## src/sv/assert_macros.svh

```systemverilog
// ----------------------------------------------------------------------------
// Time-of-day tape reader assertion macros
// Concurrent assertion helpers for the RTL file that carries checks.
// ----------------------------------------------------------------------------
`ifndef ASSERT_MACROS_SVH
`define ASSERT_MACROS_SVH

// Same-cycle implication, disabled while reset is high.
`define TCTOD_ASSERT_IMP(lbl, clk, rst, ante, cons) \
   lbl: assert property (@(posedge clk) disable iff (rst) (ante) |-> (cons)) \
      else $error("assertion failed");

// Next-cycle implication, disabled while reset is high.
`define TCTOD_ASSERT_NXT(lbl, clk, rst, ante, cons) \
   lbl: assert property (@(posedge clk) disable iff (rst) (ante) |=> (cons)) \
      else $error("assertion failed");

`endif

```

## src/sv/tctod_pkg.sv

```systemverilog
// ----------------------------------------------------------------------------
// Time-of-day tape reader package
// Shared types, codes and the BCD split helper for the time-of-day reader.
// ----------------------------------------------------------------------------
package tctod_pkg;

   // Number of BCD digits in one time record.
   localparam int unsigned RECORD_DIGITS = 12;
   localparam int unsigned DIGIT_IDX_W   = $clog2(RECORD_DIGITS);

   // Service delays in microseconds.
   localparam logic [8:0] DELAY_DIGIT_US = 9'd100;
   localparam logic [8:0] DELAY_SKIP_US  = 9'd500;

   // Configuration register indexes.
   localparam int unsigned CSR_INDEX_W = 1;
   localparam logic [CSR_INDEX_W-1:0] CSR_UNIT_NUMBER    = 1'b0;
   localparam logic [CSR_INDEX_W-1:0] CSR_DEVICE_ENABLED = 1'b1;
   localparam int unsigned CSR_DATA_W = 4;

   // Processor command codes.
   typedef enum logic [3:0] {
      CMD_READ          = 4'd0,
      CMD_WRITE         = 4'd1,
      CMD_BACKSPACE_REC = 4'd2,
      CMD_BACKSPACE_FIL = 4'd3,
      CMD_WRITE_MARK    = 4'd4,
      CMD_REWIND        = 4'd5,
      CMD_UNLOAD        = 4'd6,
      CMD_DENSITY_LOW   = 4'd7,
      CMD_DENSITY_HIGH  = 4'd8,
      CMD_READY_TEST    = 4'd9
   } cmd_type;

   // Command answers.
   typedef enum logic [1:0] {
      STAT_OK       = 2'd0,
      STAT_NO_DEV   = 2'd1,
      STAT_BUSY     = 2'd2,
      STAT_IO_ERROR = 2'd3
   } status_type;

   // Operation in progress.
   typedef enum logic [1:0] {
      OP_NONE     = 2'd0,
      OP_READ     = 2'd1,
      OP_READ_BIN = 2'd2,
      OP_SKIP     = 2'd3
   } op_type;

   // Item mode and channel reply codes.
   localparam logic       MODE_COMMAND   = 1'b0;
   localparam logic [1:0] REPLY_ACCEPTED = 2'd0;

   // One input item.
   typedef struct packed {
      logic       mode;
      logic [3:0] command;
      logic [4:0] device_address;
      logic [3:0] now_month;
      logic [4:0] now_day;
      logic [4:0] now_hour;
      logic [5:0] now_minute;
      logic [5:0] now_second;
      logic [3:0] now_tenths;
      logic       channel_disconnected;
      logic [1:0] channel_reply;
   } req_type;

   // One result item.
   typedef struct packed {
      logic [1:0] status;
      logic       select_channel;
      logic       set_begin_of_tape;
      logic       clear_channel;
      logic       char_valid;
      logic [3:0] bcd_digit;
      logic       end_of_record;
      logic [8:0] service_delay_us;
   } rsp_type;

   // Configuration seen by the decision logic.
   typedef struct packed {
      logic [3:0] unit_number;
      logic       device_enabled;
   } cfg_type;

   // Split a value of up to 63 into tens (upper nibble) and units (lower nibble).
   function automatic logic [7:0] bcd_pair(input logic [5:0] n);
      logic [3:0] tens;
      logic [5:0] units;
      if (n >= 6'd60)      tens = 4'd6;
      else if (n >= 6'd50) tens = 4'd5;
      else if (n >= 6'd40) tens = 4'd4;
      else if (n >= 6'd30) tens = 4'd3;
      else if (n >= 6'd20) tens = 4'd2;
      else if (n >= 6'd10) tens = 4'd1;
      else                 tens = 4'd0;
      units = n - 6'({2'b00, tens} * 6'd10);
      return {tens, units[3:0]};
   endfunction

endpackage

```

## src/sv/tctod_if.sv

```systemverilog
// ----------------------------------------------------------------------------
// Time-of-day tape reader channel interfaces
// Valid/ready interfaces for the request, response and register-write words.
// ----------------------------------------------------------------------------

// Request channel: one command or service event per word.
interface tctod_req_if;
   logic       valid;
   logic       ready;
   logic       mode;
   logic [3:0] command;
   logic [4:0] device_address;
   logic [3:0] now_month;
   logic [4:0] now_day;
   logic [4:0] now_hour;
   logic [5:0] now_minute;
   logic [5:0] now_second;
   logic [3:0] now_tenths;
   logic       channel_disconnected;
   logic [1:0] channel_reply;

   modport source (output valid, mode, command, device_address, now_month, now_day,
                   now_hour, now_minute, now_second, now_tenths,
                   channel_disconnected, channel_reply,
                   input ready);
   modport sink (input valid, mode, command, device_address, now_month, now_day,
                 now_hour, now_minute, now_second, now_tenths,
                 channel_disconnected, channel_reply,
                 output ready);
endinterface

// Response channel: one answer word per request word.
interface tctod_rsp_if;
   logic       valid;
   logic       ready;
   logic [1:0] status;
   logic       select_channel;
   logic       set_begin_of_tape;
   logic       clear_channel;
   logic       char_valid;
   logic [3:0] bcd_digit;
   logic       end_of_record;
   logic [8:0] service_delay_us;

   modport source (output valid, status, select_channel, set_begin_of_tape,
                   clear_channel, char_valid, bcd_digit, end_of_record,
                   service_delay_us,
                   input ready);
   modport sink (input valid, status, select_channel, set_begin_of_tape,
                 clear_channel, char_valid, bcd_digit, end_of_record,
                 service_delay_us,
                 output ready);
endinterface

// Register write channel.
interface tctod_csr_if;
   logic       valid;
   logic       ready;
   logic [0:0] index;
   logic [3:0] data;

   modport source (output valid, index, data, input ready);
   modport sink (input valid, index, data, output ready);
endinterface

```

## src/sv/tctod_regs.sv

```systemverilog
// ----------------------------------------------------------------------------
// Time-of-day tape reader configuration registers
// Holds the unit address and the enable bit written over the register port.
// ----------------------------------------------------------------------------
module tctod_regs (
   input  logic                                   clock,
   input  logic                                   reset,
   input  logic                                   wr_en,
   input  logic [tctod_pkg::CSR_INDEX_W-1:0]      wr_index,
   input  logic [tctod_pkg::CSR_DATA_W-1:0]       wr_data,
   output tctod_pkg::cfg_type                     cfg
);

   tctod_pkg::cfg_type cfg_ff;
   tctod_pkg::cfg_type cfg_in;

   // Decode the write word into the addressed register.
   always_comb begin
      cfg_in = cfg_ff;
      if (wr_en) begin
         unique case (wr_index)
            tctod_pkg::CSR_UNIT_NUMBER:    cfg_in.unit_number    = wr_data;
            tctod_pkg::CSR_DEVICE_ENABLED: cfg_in.device_enabled = wr_data[0];
            default:                       cfg_in = cfg_ff;
         endcase
      end
   end

   always_ff @(posedge clock) begin
      if (reset) begin
         cfg_ff <= '0;
      end else begin
         cfg_ff <= cfg_in;
      end
   end

   assign cfg = cfg_ff;

endmodule

```

## src/sv/tctod_engine.sv

```systemverilog
// ----------------------------------------------------------------------------
// Time-of-day tape reader decision engine
// Answers one taken command or service event per cycle, keeps record state.
// ----------------------------------------------------------------------------
module tctod_engine (
   input  logic                clock,
   input  logic                reset,
   input  logic                accept,
   input  tctod_pkg::req_type  req,
   input  tctod_pkg::cfg_type  cfg,
   output tctod_pkg::rsp_type  rsp
);

   localparam logic [tctod_pkg::DIGIT_IDX_W-1:0] LAST_IDX =
      tctod_pkg::DIGIT_IDX_W'(tctod_pkg::RECORD_DIGITS - 1);

   logic                                  ready_ff, ready_in;
   tctod_pkg::op_type                     op_ff, op_in;
   logic [tctod_pkg::DIGIT_IDX_W-1:0]     idx_ff, idx_in;
   logic [3:0]                            store_ff [tctod_pkg::RECORD_DIGITS];

   logic [tctod_pkg::DIGIT_IDX_W-1:0]     idx_eff;
   logic                                  first_digit;
   logic                                  last_digit;
   logic                                  latch_en;
   logic [3:0]                            fresh [tctod_pkg::RECORD_DIGITS];
   logic [7:0]                            pair_month, pair_day, pair_hour;
   logic [7:0]                            pair_minute, pair_second, pair_tenths;

   // Split the current time into its twelve digits.
   always_comb begin
      pair_month  = tctod_pkg::bcd_pair({2'b00, req.now_month});
      pair_day    = tctod_pkg::bcd_pair({1'b0, req.now_day});
      pair_hour   = tctod_pkg::bcd_pair({1'b0, req.now_hour});
      pair_minute = tctod_pkg::bcd_pair(req.now_minute);
      pair_second = tctod_pkg::bcd_pair(req.now_second);
      pair_tenths = tctod_pkg::bcd_pair({2'b00, req.now_tenths});
      fresh[0]  = pair_month[7:4];
      fresh[1]  = pair_month[3:0];
      fresh[2]  = pair_day[7:4];
      fresh[3]  = pair_day[3:0];
      fresh[4]  = pair_hour[7:4];
      fresh[5]  = pair_hour[3:0];
      fresh[6]  = pair_minute[7:4];
      fresh[7]  = pair_minute[3:0];
      fresh[8]  = pair_second[7:4];
      fresh[9]  = pair_second[3:0];
      fresh[10] = pair_tenths[7:4];
      fresh[11] = pair_tenths[3:0];
   end

   // An index past the record counts as the start of a new record.
   assign idx_eff     = (idx_ff > LAST_IDX) ? '0 : idx_ff;
   assign first_digit = (idx_eff == '0);
   assign last_digit  = (idx_eff == LAST_IDX);

   // Main decision: the answer word and the next state.
   always_comb begin
      rsp      = '0;
      ready_in = ready_ff;
      op_in    = op_ff;
      idx_in   = idx_ff;
      latch_en = 1'b0;
      if (req.mode == tctod_pkg::MODE_COMMAND) begin
         if (req.device_address[3:0] != cfg.unit_number || !cfg.device_enabled) begin
            rsp.status = tctod_pkg::STAT_NO_DEV;
         end else if (!ready_ff) begin
            rsp.status = (req.command == tctod_pkg::CMD_READY_TEST) ?
                         tctod_pkg::STAT_IO_ERROR : tctod_pkg::STAT_BUSY;
         end else begin
            unique case (req.command)
               tctod_pkg::CMD_READ: begin
                  op_in    = req.device_address[4] ? tctod_pkg::OP_READ_BIN
                                                   : tctod_pkg::OP_READ;
                  ready_in = 1'b0;
                  idx_in   = '0;
                  rsp.select_channel   = 1'b1;
                  rsp.service_delay_us = tctod_pkg::DELAY_DIGIT_US;
               end
               tctod_pkg::CMD_WRITE: begin
                  rsp.status = tctod_pkg::STAT_IO_ERROR;
               end
               tctod_pkg::CMD_BACKSPACE_REC,
               tctod_pkg::CMD_BACKSPACE_FIL: begin
                  rsp.set_begin_of_tape = 1'b1;
               end
               default: begin
                  rsp.status = tctod_pkg::STAT_OK;
               end
            endcase
         end
      end else begin
         priority if (!ready_ff && req.channel_disconnected) begin
            op_in    = tctod_pkg::OP_NONE;
            idx_in   = '0;
            ready_in = 1'b1;
            rsp.clear_channel = 1'b1;
         end else if (op_ff == tctod_pkg::OP_NONE) begin
            ready_in = 1'b1;
         end else if (op_ff == tctod_pkg::OP_SKIP) begin
            rsp.service_delay_us = tctod_pkg::DELAY_SKIP_US;
         end else begin
            // Offer the next digit; the first one latches the whole record.
            latch_en             = first_digit;
            rsp.char_valid       = 1'b1;
            rsp.bcd_digit        = first_digit ? fresh[0] : store_ff[idx_eff];
            rsp.end_of_record    = last_digit;
            rsp.service_delay_us = tctod_pkg::DELAY_DIGIT_US;
            if (req.channel_reply == tctod_pkg::REPLY_ACCEPTED && !last_digit) begin
               idx_in = idx_eff + 1'b1;
            end else begin
               op_in  = tctod_pkg::OP_SKIP;
               idx_in = '0;
            end
         end
      end
   end

   // Control state.
   always_ff @(posedge clock) begin
      if (reset) begin
         ready_ff <= 1'b1;
         op_ff    <= tctod_pkg::OP_NONE;
         idx_ff   <= '0;
      end else if (accept) begin
         ready_ff <= ready_in;
         op_ff    <= op_in;
         idx_ff   <= idx_in;
      end
   end

   // Digit store, written all at once at the first digit of a record.
   always_ff @(posedge clock) begin
      if (accept && latch_en) begin
         store_ff <= fresh;
      end
   end

endmodule

```

## src/sv/tctod_skid.sv

```systemverilog
// ----------------------------------------------------------------------------
// Time-of-day tape reader output buffer
// Two-word buffer that decouples the request side from a stalled receiver.
// ----------------------------------------------------------------------------
module tctod_skid (
   input  logic                clock,
   input  logic                reset,
   input  logic                in_valid,
   output logic                in_ready,
   input  tctod_pkg::rsp_type  in_word,
   output logic                out_valid,
   input  logic                out_ready,
   output tctod_pkg::rsp_type  out_word
);

   tctod_pkg::rsp_type slot_ff [2];
   logic               wr_ptr_ff, wr_ptr_in;
   logic               rd_ptr_ff, rd_ptr_in;
   logic [1:0]         count_ff, count_in;
   logic               push, pop;

   assign in_ready  = (count_ff != 2'd2);
   assign out_valid = (count_ff != 2'd0);
   assign out_word  = slot_ff[rd_ptr_ff];
   assign push      = in_valid && in_ready;
   assign pop       = out_valid && out_ready;

   // Pointer and fill-count update.
   always_comb begin
      wr_ptr_in = push ? ~wr_ptr_ff : wr_ptr_ff;
      rd_ptr_in = pop ? ~rd_ptr_ff : rd_ptr_ff;
      count_in  = count_ff + {1'b0, push} - {1'b0, pop};
   end

   always_ff @(posedge clock) begin
      if (reset) begin
         wr_ptr_ff <= 1'b0;
         rd_ptr_ff <= 1'b0;
         count_ff  <= 2'd0;
      end else begin
         wr_ptr_ff <= wr_ptr_in;
         rd_ptr_ff <= rd_ptr_in;
         count_ff  <= count_in;
      end
   end

   // Payload slots need no reset.
   always_ff @(posedge clock) begin
      if (push) begin
         slot_ff[wr_ptr_ff] <= in_word;
      end
   end

endmodule

```

## src/sv/tape_channel_time_of_day_reader.sv

```systemverilog
// ----------------------------------------------------------------------------
// Tape channel time-of-day reader
// A time-of-day clock that answers a tape channel as if it were a tape drive.
// ----------------------------------------------------------------------------
// Usage:
//   req_ch carries processor commands (mode 0) and channel service events
//   (mode 1) together with the current time. rsp_ch returns exactly one answer
//   word per request word, in order. csr_ch writes the unit number (index 0)
//   and the enable bit (index 1); it is always ready and should only be used
//   while no answer is outstanding.
//   Each answer is registered in the output buffer before it reaches rsp_ch.
//   Throughput: one request per cycle; the decision logic is a single pass
//   from the request word and the record state into a two-word output buffer.
//   When the receiver stalls, up to two answers wait in that buffer, and
//   req_ch.ready drops only once both are full.
//   Reset clears the registers to unit 0 disabled, marks the clock ready with
//   no operation, and empties the output buffer. The digit store is not
//   cleared; the first digit of each record refills it.
// ----------------------------------------------------------------------------
`include "assert_macros.svh"

module tape_channel_time_of_day_reader (
   input  logic       clock,
   input  logic       reset,
   tctod_req_if.sink   req_ch,
   tctod_rsp_if.source rsp_ch,
   tctod_csr_if.sink   csr_ch
);

   tctod_pkg::req_type req_word;
   tctod_pkg::rsp_type rsp_next;
   tctod_pkg::rsp_type rsp_word;
   tctod_pkg::cfg_type cfg;
   logic               buf_ready;
   logic               req_accept;
   logic               digit_seen;
   logic               digit_good;
   logic               eor_seen;
   logic               sel_seen;
   logic               sel_good;

   // Pack the request word.
   always_comb begin
      req_word.mode                 = req_ch.mode;
      req_word.command              = req_ch.command;
      req_word.device_address       = req_ch.device_address;
      req_word.now_month            = req_ch.now_month;
      req_word.now_day              = req_ch.now_day;
      req_word.now_hour             = req_ch.now_hour;
      req_word.now_minute           = req_ch.now_minute;
      req_word.now_second           = req_ch.now_second;
      req_word.now_tenths           = req_ch.now_tenths;
      req_word.channel_disconnected = req_ch.channel_disconnected;
      req_word.channel_reply        = req_ch.channel_reply;
   end

   assign req_ch.ready = buf_ready;
   assign req_accept   = req_ch.valid && buf_ready;
   assign csr_ch.ready = 1'b1;

   tctod_regs u_regs (
      .clock    (clock),
      .reset    (reset),
      .wr_en    (csr_ch.valid),
      .wr_index (csr_ch.index),
      .wr_data  (csr_ch.data),
      .cfg      (cfg)
   );

   tctod_engine u_engine (
      .clock  (clock),
      .reset  (reset),
      .accept (req_accept),
      .req    (req_word),
      .cfg    (cfg),
      .rsp    (rsp_next)
   );

   tctod_skid u_skid (
      .clock     (clock),
      .reset     (reset),
      .in_valid  (req_ch.valid),
      .in_ready  (buf_ready),
      .in_word   (rsp_next),
      .out_valid (rsp_ch.valid),
      .out_ready (rsp_ch.ready),
      .out_word  (rsp_word)
   );

   // Unpack the answer word.
   assign rsp_ch.status            = rsp_word.status;
   assign rsp_ch.select_channel    = rsp_word.select_channel;
   assign rsp_ch.set_begin_of_tape = rsp_word.set_begin_of_tape;
   assign rsp_ch.clear_channel     = rsp_word.clear_channel;
   assign rsp_ch.char_valid        = rsp_word.char_valid;
   assign rsp_ch.bcd_digit         = rsp_word.bcd_digit;
   assign rsp_ch.end_of_record     = rsp_word.end_of_record;
   assign rsp_ch.service_delay_us  = rsp_word.service_delay_us;

   // Terms used by the checks below.
   assign digit_seen = rsp_ch.valid && rsp_ch.char_valid;
   assign digit_good = (rsp_ch.bcd_digit <= 4'd9);
   assign eor_seen   = rsp_ch.valid && rsp_ch.end_of_record;
   assign sel_seen   = rsp_ch.valid && rsp_ch.select_channel;
   assign sel_good   = (rsp_ch.status == tctod_pkg::STAT_OK) &&
                       (rsp_ch.service_delay_us == tctod_pkg::DELAY_DIGIT_US);

   // Checks: every taken request leaves an answer waiting next cycle, offered
   // digits are decimal, record marks ride only on them, and selects are OK.
   `TCTOD_ASSERT_NXT(a_answer_follows, clock, reset, req_accept, rsp_ch.valid)
   `TCTOD_ASSERT_IMP(a_digit_decimal, clock, reset, digit_seen, digit_good)
   `TCTOD_ASSERT_IMP(a_eor_with_char, clock, reset, eor_seen, rsp_ch.char_valid)
   `TCTOD_ASSERT_IMP(a_select_ok, clock, reset, sel_seen, sel_good)

endmodule

```

## src/flat_wrapper.sv

```systemverilog
// flat-port wrapper written by rule: the top's interface ports become plain ports
module tape_channel_time_of_day_reader_flat 
  (clock, reset, req_ch_valid, req_ch_mode, req_ch_command, req_ch_device_address, req_ch_now_month, req_ch_now_day, req_ch_now_hour, req_ch_now_minute, req_ch_now_second, req_ch_now_tenths, req_ch_channel_disconnected, req_ch_channel_reply, req_ch_ready, rsp_ch_valid, rsp_ch_status, rsp_ch_select_channel, rsp_ch_set_begin_of_tape, rsp_ch_clear_channel, rsp_ch_char_valid, rsp_ch_bcd_digit, rsp_ch_end_of_record, rsp_ch_service_delay_us, rsp_ch_ready, csr_ch_valid, csr_ch_index, csr_ch_data, csr_ch_ready);
  tctod_req_if req_ch_i ();
  tctod_rsp_if rsp_ch_i ();
  tctod_csr_if csr_ch_i ();
  input  logic clock;
  input  logic reset;
  input wire logic [$bits(req_ch_i.valid)-1:0] req_ch_valid;
  input wire logic [$bits(req_ch_i.mode)-1:0] req_ch_mode;
  input wire logic [$bits(req_ch_i.command)-1:0] req_ch_command;
  input wire logic [$bits(req_ch_i.device_address)-1:0] req_ch_device_address;
  input wire logic [$bits(req_ch_i.now_month)-1:0] req_ch_now_month;
  input wire logic [$bits(req_ch_i.now_day)-1:0] req_ch_now_day;
  input wire logic [$bits(req_ch_i.now_hour)-1:0] req_ch_now_hour;
  input wire logic [$bits(req_ch_i.now_minute)-1:0] req_ch_now_minute;
  input wire logic [$bits(req_ch_i.now_second)-1:0] req_ch_now_second;
  input wire logic [$bits(req_ch_i.now_tenths)-1:0] req_ch_now_tenths;
  input wire logic [$bits(req_ch_i.channel_disconnected)-1:0] req_ch_channel_disconnected;
  input wire logic [$bits(req_ch_i.channel_reply)-1:0] req_ch_channel_reply;
  output wire logic [$bits(req_ch_i.ready)-1:0] req_ch_ready;
  output wire logic [$bits(rsp_ch_i.valid)-1:0] rsp_ch_valid;
  output wire logic [$bits(rsp_ch_i.status)-1:0] rsp_ch_status;
  output wire logic [$bits(rsp_ch_i.select_channel)-1:0] rsp_ch_select_channel;
  output wire logic [$bits(rsp_ch_i.set_begin_of_tape)-1:0] rsp_ch_set_begin_of_tape;
  output wire logic [$bits(rsp_ch_i.clear_channel)-1:0] rsp_ch_clear_channel;
  output wire logic [$bits(rsp_ch_i.char_valid)-1:0] rsp_ch_char_valid;
  output wire logic [$bits(rsp_ch_i.bcd_digit)-1:0] rsp_ch_bcd_digit;
  output wire logic [$bits(rsp_ch_i.end_of_record)-1:0] rsp_ch_end_of_record;
  output wire logic [$bits(rsp_ch_i.service_delay_us)-1:0] rsp_ch_service_delay_us;
  input wire logic [$bits(rsp_ch_i.ready)-1:0] rsp_ch_ready;
  input wire logic [$bits(csr_ch_i.valid)-1:0] csr_ch_valid;
  input wire logic [$bits(csr_ch_i.index)-1:0] csr_ch_index;
  input wire logic [$bits(csr_ch_i.data)-1:0] csr_ch_data;
  output wire logic [$bits(csr_ch_i.ready)-1:0] csr_ch_ready;
  assign req_ch_i.valid = req_ch_valid;
  assign req_ch_i.mode = req_ch_mode;
  assign req_ch_i.command = req_ch_command;
  assign req_ch_i.device_address = req_ch_device_address;
  assign req_ch_i.now_month = req_ch_now_month;
  assign req_ch_i.now_day = req_ch_now_day;
  assign req_ch_i.now_hour = req_ch_now_hour;
  assign req_ch_i.now_minute = req_ch_now_minute;
  assign req_ch_i.now_second = req_ch_now_second;
  assign req_ch_i.now_tenths = req_ch_now_tenths;
  assign req_ch_i.channel_disconnected = req_ch_channel_disconnected;
  assign req_ch_i.channel_reply = req_ch_channel_reply;
  assign req_ch_ready = req_ch_i.ready;
  assign rsp_ch_valid = rsp_ch_i.valid;
  assign rsp_ch_status = rsp_ch_i.status;
  assign rsp_ch_select_channel = rsp_ch_i.select_channel;
  assign rsp_ch_set_begin_of_tape = rsp_ch_i.set_begin_of_tape;
  assign rsp_ch_clear_channel = rsp_ch_i.clear_channel;
  assign rsp_ch_char_valid = rsp_ch_i.char_valid;
  assign rsp_ch_bcd_digit = rsp_ch_i.bcd_digit;
  assign rsp_ch_end_of_record = rsp_ch_i.end_of_record;
  assign rsp_ch_service_delay_us = rsp_ch_i.service_delay_us;
  assign rsp_ch_i.ready = rsp_ch_ready;
  assign csr_ch_i.valid = csr_ch_valid;
  assign csr_ch_i.index = csr_ch_index;
  assign csr_ch_i.data = csr_ch_data;
  assign csr_ch_ready = csr_ch_i.ready;
  tape_channel_time_of_day_reader u_core (.clock(clock), .reset(reset), .req_ch(req_ch_i), .rsp_ch(rsp_ch_i), .csr_ch(csr_ch_i));
endmodule
```

## config.mk

```make
export PLATFORM = sky130hd
export DESIGN_NAME = tape_channel_time_of_day_reader_flat
export DESIGN_NICKNAME = d
export VERILOG_FILES = /design/src/sv/tctod_pkg.sv /design/src/sv/tctod_if.sv /design/src/sv/tctod_regs.sv /design/src/sv/tctod_engine.sv /design/src/sv/tctod_skid.sv /design/src/sv/tape_channel_time_of_day_reader.sv /design/src/flat_wrapper.sv
export VERILOG_INCLUDE_DIRS = /design/src /design/src/sv
export SDC_FILE = /design/constraint.sdc
export NUM_CORES = 1
export LEC_CHECK = 0
export BUFFER_PORTS_ARGS = -buffer_cell sky130_fd_sc_hd__buf_2
export CAP_MARGIN = 20
export CELL_PAD_IN_SITES_DETAIL_PLACEMENT = 1
export CELL_PAD_IN_SITES_GLOBAL_PLACEMENT = 2
export CORE_ASPECT_RATIO = 1.5
export CORE_UTILIZATION = 36
export CTS_CLUSTER_SIZE = 10
export DETAILED_ROUTE_END_ITERATION = 10
export MAX_ROUTING_LAYER = met4
export PLACE_DENSITY = 0.83
export RECOVER_POWER = 100
export SLEW_MARGIN = 25
export SYNTH_ARGS = -nofsm -noshare
export SYNTH_HDL_FRONTEND = slang
export SYNTH_SLANG_ARGS = --single-unit
```

## constraint.sdc

```tcl
create_clock -name clock -period 5.9 [get_ports clock]
set_clock_uncertainty 0.15 [all_clocks]
set_input_delay 0.295 -clock clock [delete_from_list [all_inputs] [get_ports clock]]
set_output_delay 0.295 -clock clock [all_outputs]
set_load 0.05 [all_outputs]
```

[Word level (Yosys, flattened, before mapping)]
Memories as Yosys holds them, arrays and structs flattened. A register that Yosys moved wholly into a read port is not among the register bits.
Index checks and enable logic that the tools add are counted.
Word-level totals
  flip-flop bits (word level): 64
  RAM bits: 40
  input bits: 53
  logic and storage cells: 188
  memories: 1
Cells by class
  add/subtract/negate cells: 9
  multipliers: 6
  $lt $le $gt $ge: 30
  equality and inequality tests: 13
  mux-type cells: 83
  bitwise operators: 4
  reduce and logical (&&, ||, !) cells: 22
Memories
  u_core.u_skid.slot_ff: depth 2, width 20, read ports 1, clocked after Yosys merged registers in 1, write ports 1, line tctod_skid.sv:16  | tctod_pkg::rsp_type slot_ff [2];
Operator list (count)
  $mux 4: 13
  $mux 2: 22
  $mux 3: 14
  $ge 5x6->1 const B: 6
  $ge 6x6->1 const B: 6
  $mux 15: 2
  $mux 7: 4
  $ge 5x5->1 const B: 5
  $ge 6x5->1 const B: 4
  $mux 1: 24
  $sub 4x4->4: 6
  $mul 3x3->3 const B: 6
  $mux 9: 2
  $bmux 4 s4: 1
  $ge 4x6->1 const B: 2
  $ge 6x4->1 const B: 2
  $ge 5x4->1 const B: 2
  $ne 3x3->1 const B: 3
  $eq 4x2->1 const B: 2
  $eq 4x4->1 const B: 2
  $ge 4x4->1 const B: 2
  $logic_not 4->1: 2
  $reduce_and 7->1: 1
  $mux 6: 1
  20 further kinds: 33

[Longest topological paths before layout]
  depth after elaboration: 11
  mapped depth: 9
  depth with buffers taken out: 9

[Hierarchy]
From an unflattened synthesis, not the netlist that was laid out.
Unflattened totals
  cells, all modules: 413
  area, all modules: 4870.9 µm²
Modules (own cells, without submodules)
  tctod_engine: times used 1, cells an instance 303, area an instance 2955.3 µm², seq. area each 1221.2 µm²
  tctod_skid: times used 1, cells an instance 86, area an instance 1674.1 µm², seq. area each 1301.2 µm²
  tctod_regs: times used 1, cells an instance 21, area an instance 224.0 µm², seq. area each 100.1 µm²
  tape_channel_time_of_day_reader: times used 1, cells an instance 3, area an instance 17.5 µm², seq. area each 0.0 µm²

[Worst setup path after synthesis]
No wires, ideal clock.
  path kind: reg2reg
  start: register u_core.u_skid.count_ff[0]
  end: register u_core.u_engine.store_ff[0] (netlist name), enable pin
  setup time: 0.474 ns
  data arrival time: 3.661 ns
  data required time: 5.276 ns
  setup slack: 1.615 ns
  cell stages (with the launch flop): 5
  path buffers: 0
  period minus slack after synthesis: 4.285 ns
  path through: dfxtp_1 -> nand2b_1 -> and2_1 -> inv_1 -> nor3_1
Between the ends
  cells in the longest elaborated chain, start to end: 3
Ends and longest elaborated chain
  start, declared: line tctod_skid.sv:19  | logic [1:0] count_ff, count_in;
  start signal, assigned: line tctod_skid.sv:43  | count_ff <= count_in;
  $ne 2x2->1: line tctod_skid.sv:22  | assign in_ready = (count_ff != 2'd2);
  named net req_ch_ready: line flat_wrapper.sv:21  | output wire logic [$bits(req_ch_i.ready)-1:0] req_ch_ready;
  $logic_and 1x1->1: line tape_channel_time_of_day_reader.sv:58  | assign req_accept = req_ch.valid && buf_ready;
  $logic_and 1x1->1: line tctod_engine.sv:134  | if (accept && latch_en) begin
  end signal, assigned: line tctod_engine.sv:135  | store_ff <= fresh;
  end, declared: line tctod_engine.sv:20  | logic [3:0] store_ff [tctod_pkg::RECORD_DIGITS];
The timed path passes the listed nets, and every way through them passes these cells.
A chain may end at the register's enable or synchronous reset.

[Worst setup path in the final report]
  start: register u_core.u_engine.idx_ff[2] (netlist name)
  end: register u_core.u_engine.store_ff[19] (netlist name), enable pin
Between the ends
  cells in the longest elaborated chain, start to end: 8
Ends and longest elaborated chain
  start, declared: line tctod_engine.sv:19  | logic [tctod_pkg::DIGIT_IDX_W-1:0] idx_ff, idx_in;
  start signal, assigned: line tctod_engine.sv:128  | idx_ff <= idx_in;
  $gt 4x4->1: line tctod_engine.sv:53  | assign idx_eff = (idx_ff > LAST_IDX) ? '0 : idx_ff;
  $mux 4 (*): line tctod_engine.sv:53
  $logic_not 4->1 (*): line tctod_engine.sv:54  | assign first_digit = (idx_eff == '0);
  $mux 1 (*): line tctod_engine.sv:100  | end else if (op_ff == tctod_pkg::OP_SKIP) begin
  $mux 1 (*): line tctod_engine.sv:98  | end else if (op_ff == tctod_pkg::OP_NONE) begin
  $mux 1 (*): line tctod_engine.sv:93  | priority if (!ready_ff && req.channel_disconnected) begin
  $mux 1 (*): line tctod_engine.sv:64  | if (req.mode == tctod_pkg::MODE_COMMAND) begin
  $logic_and 1x1->1 (*): line tctod_engine.sv:134
Every way passes the cells marked *; elsewhere a longest branch is shown, timed or not.

==> impl_metrics.json <==
{
  "status": "finished, violations left",
  "violations": "capacitance limit, slew limit",
  "ir_drop_mv": 0.119,
  "synth_cells": 388,
  "wl_um": 8980,
  "power.density_nw_per_um2": 316,
  "dp_hpwl_um": 6930,
  "drive_above_1_share_pct": 17.6,
  "cts-root-buf": "clkbuf_16",
  "period_share_pct": 59.3,
  "die_h_um": 136,
  "core_um2": 11500,
  "hold_viol": 0,
  "dr.pass1.iters": 4,
  "numPortBuffers": 71,
  "synth-async-reset-ratio_pct": 0,
  "fillers": 1308,
  "finalMaxSlewViolations": 37,
  "antenna_found_initial": 0,
  "cp.arrival_ps": 3260,
  "fmax_mhz": 286,
  "place_congestion": 0.801,
  "yosysSeqAreaShare_pct": 51.4,
  "layout.nets": 535,
  "grt_pass1_vias": 3273,
  "worstRegToRegCells": 7,
  "io_pins": 76,
  "drt_iter0_drc": 96,
  "grt_max_degree": 37,
  "hold_path.class": "in2reg",
  "synth_area_per_cell_um2": 11.0,
  "start_util_pct": 37.2,
  "ys.warnings.count": 0,
  "critPathCaptureType": "flop",
  "tritoncts": "done",
  "syn2layout_area_growth_pct": 18.0,
  "crit_fanout": 36,
  "rsz0062_at_grt": "no",
  "p_leak_uw": 0.00197,
  "die_x_um": 91.1,
  "grt_util_all_layers_pct": 16.1,
  "timing.rr.end": "u_core.u_engine.store_ff[19]",
  "crit_type": "reg2reg",
  "rrSetupSlack_ps": 2400,
  "antenna_cells": 0,
  "clock_path_buffers": 2,
  "cp_data_required_time_ps": 5670,
  "synthFlopType": "edfxtp_1",
  "max_cap_violations": 1,
  "cts_sinks": 79,
  "fin_tns_setup_ps": 0,
  "critical_path.startpoint": "u_core.u_engine.idx_ff[2]",
  "grt_pass1_wl_um": 15100,
  "worst_slew_pin_slew_ps": 1810,
  "ys_ff_latch": 79,
  "htreeDepth": 3,
  "report.power.total_uw": 1600,
  "row_count": 48,
  "setup_viol": 0,
  "startpoint_type": "flop",
  "synth_area_um2": 4290,
  "period_minus_slack_ps": 3500,
  "yosysUniqueCellTypes": 56,
  "die_area_um2": 12400,
  "clk-insertion-delay-late_ps": 330,
  "maxSlewHeadroom_pct": -21.0,
  "post_drt_wl_per_cell_um": 14.6,
  "critical_path.endpoint": "u_core.u_engine.store_ff[19]",
  "drc": 0,
  "synth-edff-count": 62,
  "hold_ws_ps": 58.5,
  "vias": 3006,
  "ant_nets": 0,
  "rr_startpoint": "u_core.u_engine.idx_ff[2]",
  "overflow": 0,
  "numCtsBuffers": 9,
  "vias_per_cell": 4.89,
  "clk_pin_slew_worst_paths_ps": 60
}
## how the worst min path moves through the flow
stage | endpoint | cells after the start | startpoint
2_1_floorplan | u_core.u_skid.count_ff[0] | 1 | reset
3_3_place_gp | u_core.u_regs.cfg[0] | 2 | u_core.u_regs.cfg[0]
3_5_place_dp | u_core.u_regs.cfg[0] | 2 | u_core.u_regs.cfg[0]
4_1_cts | u_core.u_regs.cfg[4] | 3 | csr_ch_data[3]
5_1_grt | u_core.u_regs.cfg[4] | 3 | csr_ch_data[3]
6_report | u_core.u_regs.cfg[2] | 3 | csr_ch_data[1]
## kinds of logic after synthesis
group | count (synthesis) | share of synthesized area (%)
buf+inv | 56 | 5.78
compound gates | 58 | 9.17
fa+ha+maj | 24 | 7.59
flops | 79 | 51.4
xor+xnor | 16 | 3.27
mux | 34 | 8.76
other cells | 2 | 0.175
simple gates | 119 | 13.9
## flip-flops by register name, indices dropped and copies added (netlist names), named ones only
name / count
u_core.u_engine.store_ff: 36
u_core.u_skid.slot_ff: 26
u_core.u_regs.cfg: 5
u_core.u_engine.idx_ff: 4
u_core.u_engine.op_ff: 2
u_core.u_skid.count_ff: 2
u_core.u_engine.ready_ff: 1
u_core.u_skid.rd_ptr_ff: 1
u_core.u_skid.wr_ptr_ff: 1
## where the power goes
group,switching [uW],internal [uW],leakage [uW]
sequential,21.9,642,0.000715
clock,200,363,0.000153
combinational,263,109,0.00110
## final cells by class
| type | count | area [um2] | share of cell area, % |
|---|---|---|---|
| clock buffers | 14 | 274 | 5.42 |
| inverters | 37 | 139 | 2.75 |
| multi-input cells | 255 | 1830 | 36.2 |
| flip-flops and latches | 79 | 2200 | 43.5 |
| well taps | 150 | 188 | 3.71 |
| repair buffers | 78 | 387 | 7.64 |
| clock inverters | 2 | 36.3 | 0.717 |
## critical path: stages (launching register included)
cell and delay (ps):
dfxtp_1 380, ha_1 330, nor2b_1 230, inv_1 220
ha_1 210, nand2_1 80, nor3_1 140, clkbuf_1 1330
## timing repair
action	in CTS	in global routing
hold buffers	6	0
gates resized for setup	0	0
buffers inserted	0	0
hold endpoints to repair	6	0
## per-layer routing
| layer | vias to the layer above | part of all wire (%) | track usage (%) |
|---|---|---|---|
| met5 | - | 0 | - |
| met4 | 0 | 2.0 | 7.05 |
| met3 | 13 | 2.9 | 2.86 |
| met2 | 58 | 57 | 31.2 |
| met1 | 1445 | 38 | 15.4 |
| li1 | 1490 | - | - |
## cells in the mapped netlist, types with 2 or more instances
library cell / number / share of area [%]
mux2i_1: 15 / 3.5
nor2_1: 30 / 2.6
dfxtp_1: 17 / 7.9
fa_1: 4 / 1.9
o221a_2: 2 / 0.53
and2_1: 4 / 0.58
nand2_1: 33 / 2.9
conb_1: 2 / 0.18
a221oi_1: 2 / 0.41
nand2b_1: 9 / 1.3
ha_1: 18 / 5.3
buf_2: 3 / 0.35
xor2_1: 9 / 1.8
edfxtp_1: 62 / 43
nor2b_1: 15 / 2.2
o21a_1: 6 / 1.1
o21bai_1: 2 / 0.35
o31ai_1: 4 / 0.70
a21oi_1: 13 / 1.5
a211oi_1: 2 / 0.35
nor3_1: 6 / 0.70
mux2_2: 18 / 4.7
o21ai_0: 14 / 1.6
and3_1: 5 / 0.73
nand3_1: 7 / 0.82
xnor2_1: 7 / 1.4
inv_1: 36 / 3.2
clkbuf_1: 6 / 0.53
buf_4: 9 / 1.6
maj3_1: 2 / 0.47
## per-stage QoR
stage               std cells  instance area, um2  setup slack (ps)  utilization [%]
CTS                       615                5120              3120             44.4
detailed placement        593                4750              3140             41.2
global placement          593                4740              3230             41.1
global route              615                5060              2050             43.9
finish                    615                5060              2400             43.9
floorplan                 390                4290              1620                -
## placed cells by master, fill, tap and decap left out, types with 5 or more instances in the layout
cell           count
edfxtp_1          62
xnor2_1            7
o21a_1             6
nand2b_1           9
dfxtp_1           17
mux2_2            16
mux2i_1           15
buf_2             45
dlygate4sd3_1      6
a21oi_1           13
o21ai_0           14
clkbuf_1          29
nand3_1            7
inv_1             37
and3_1             5
nor2_1            30
xor2_1             9
ha_1              18
nand2_1           33
nor2b_1           15
clkbuf_16          9
nor3_1             7
(Power assumes the default switching activity.)
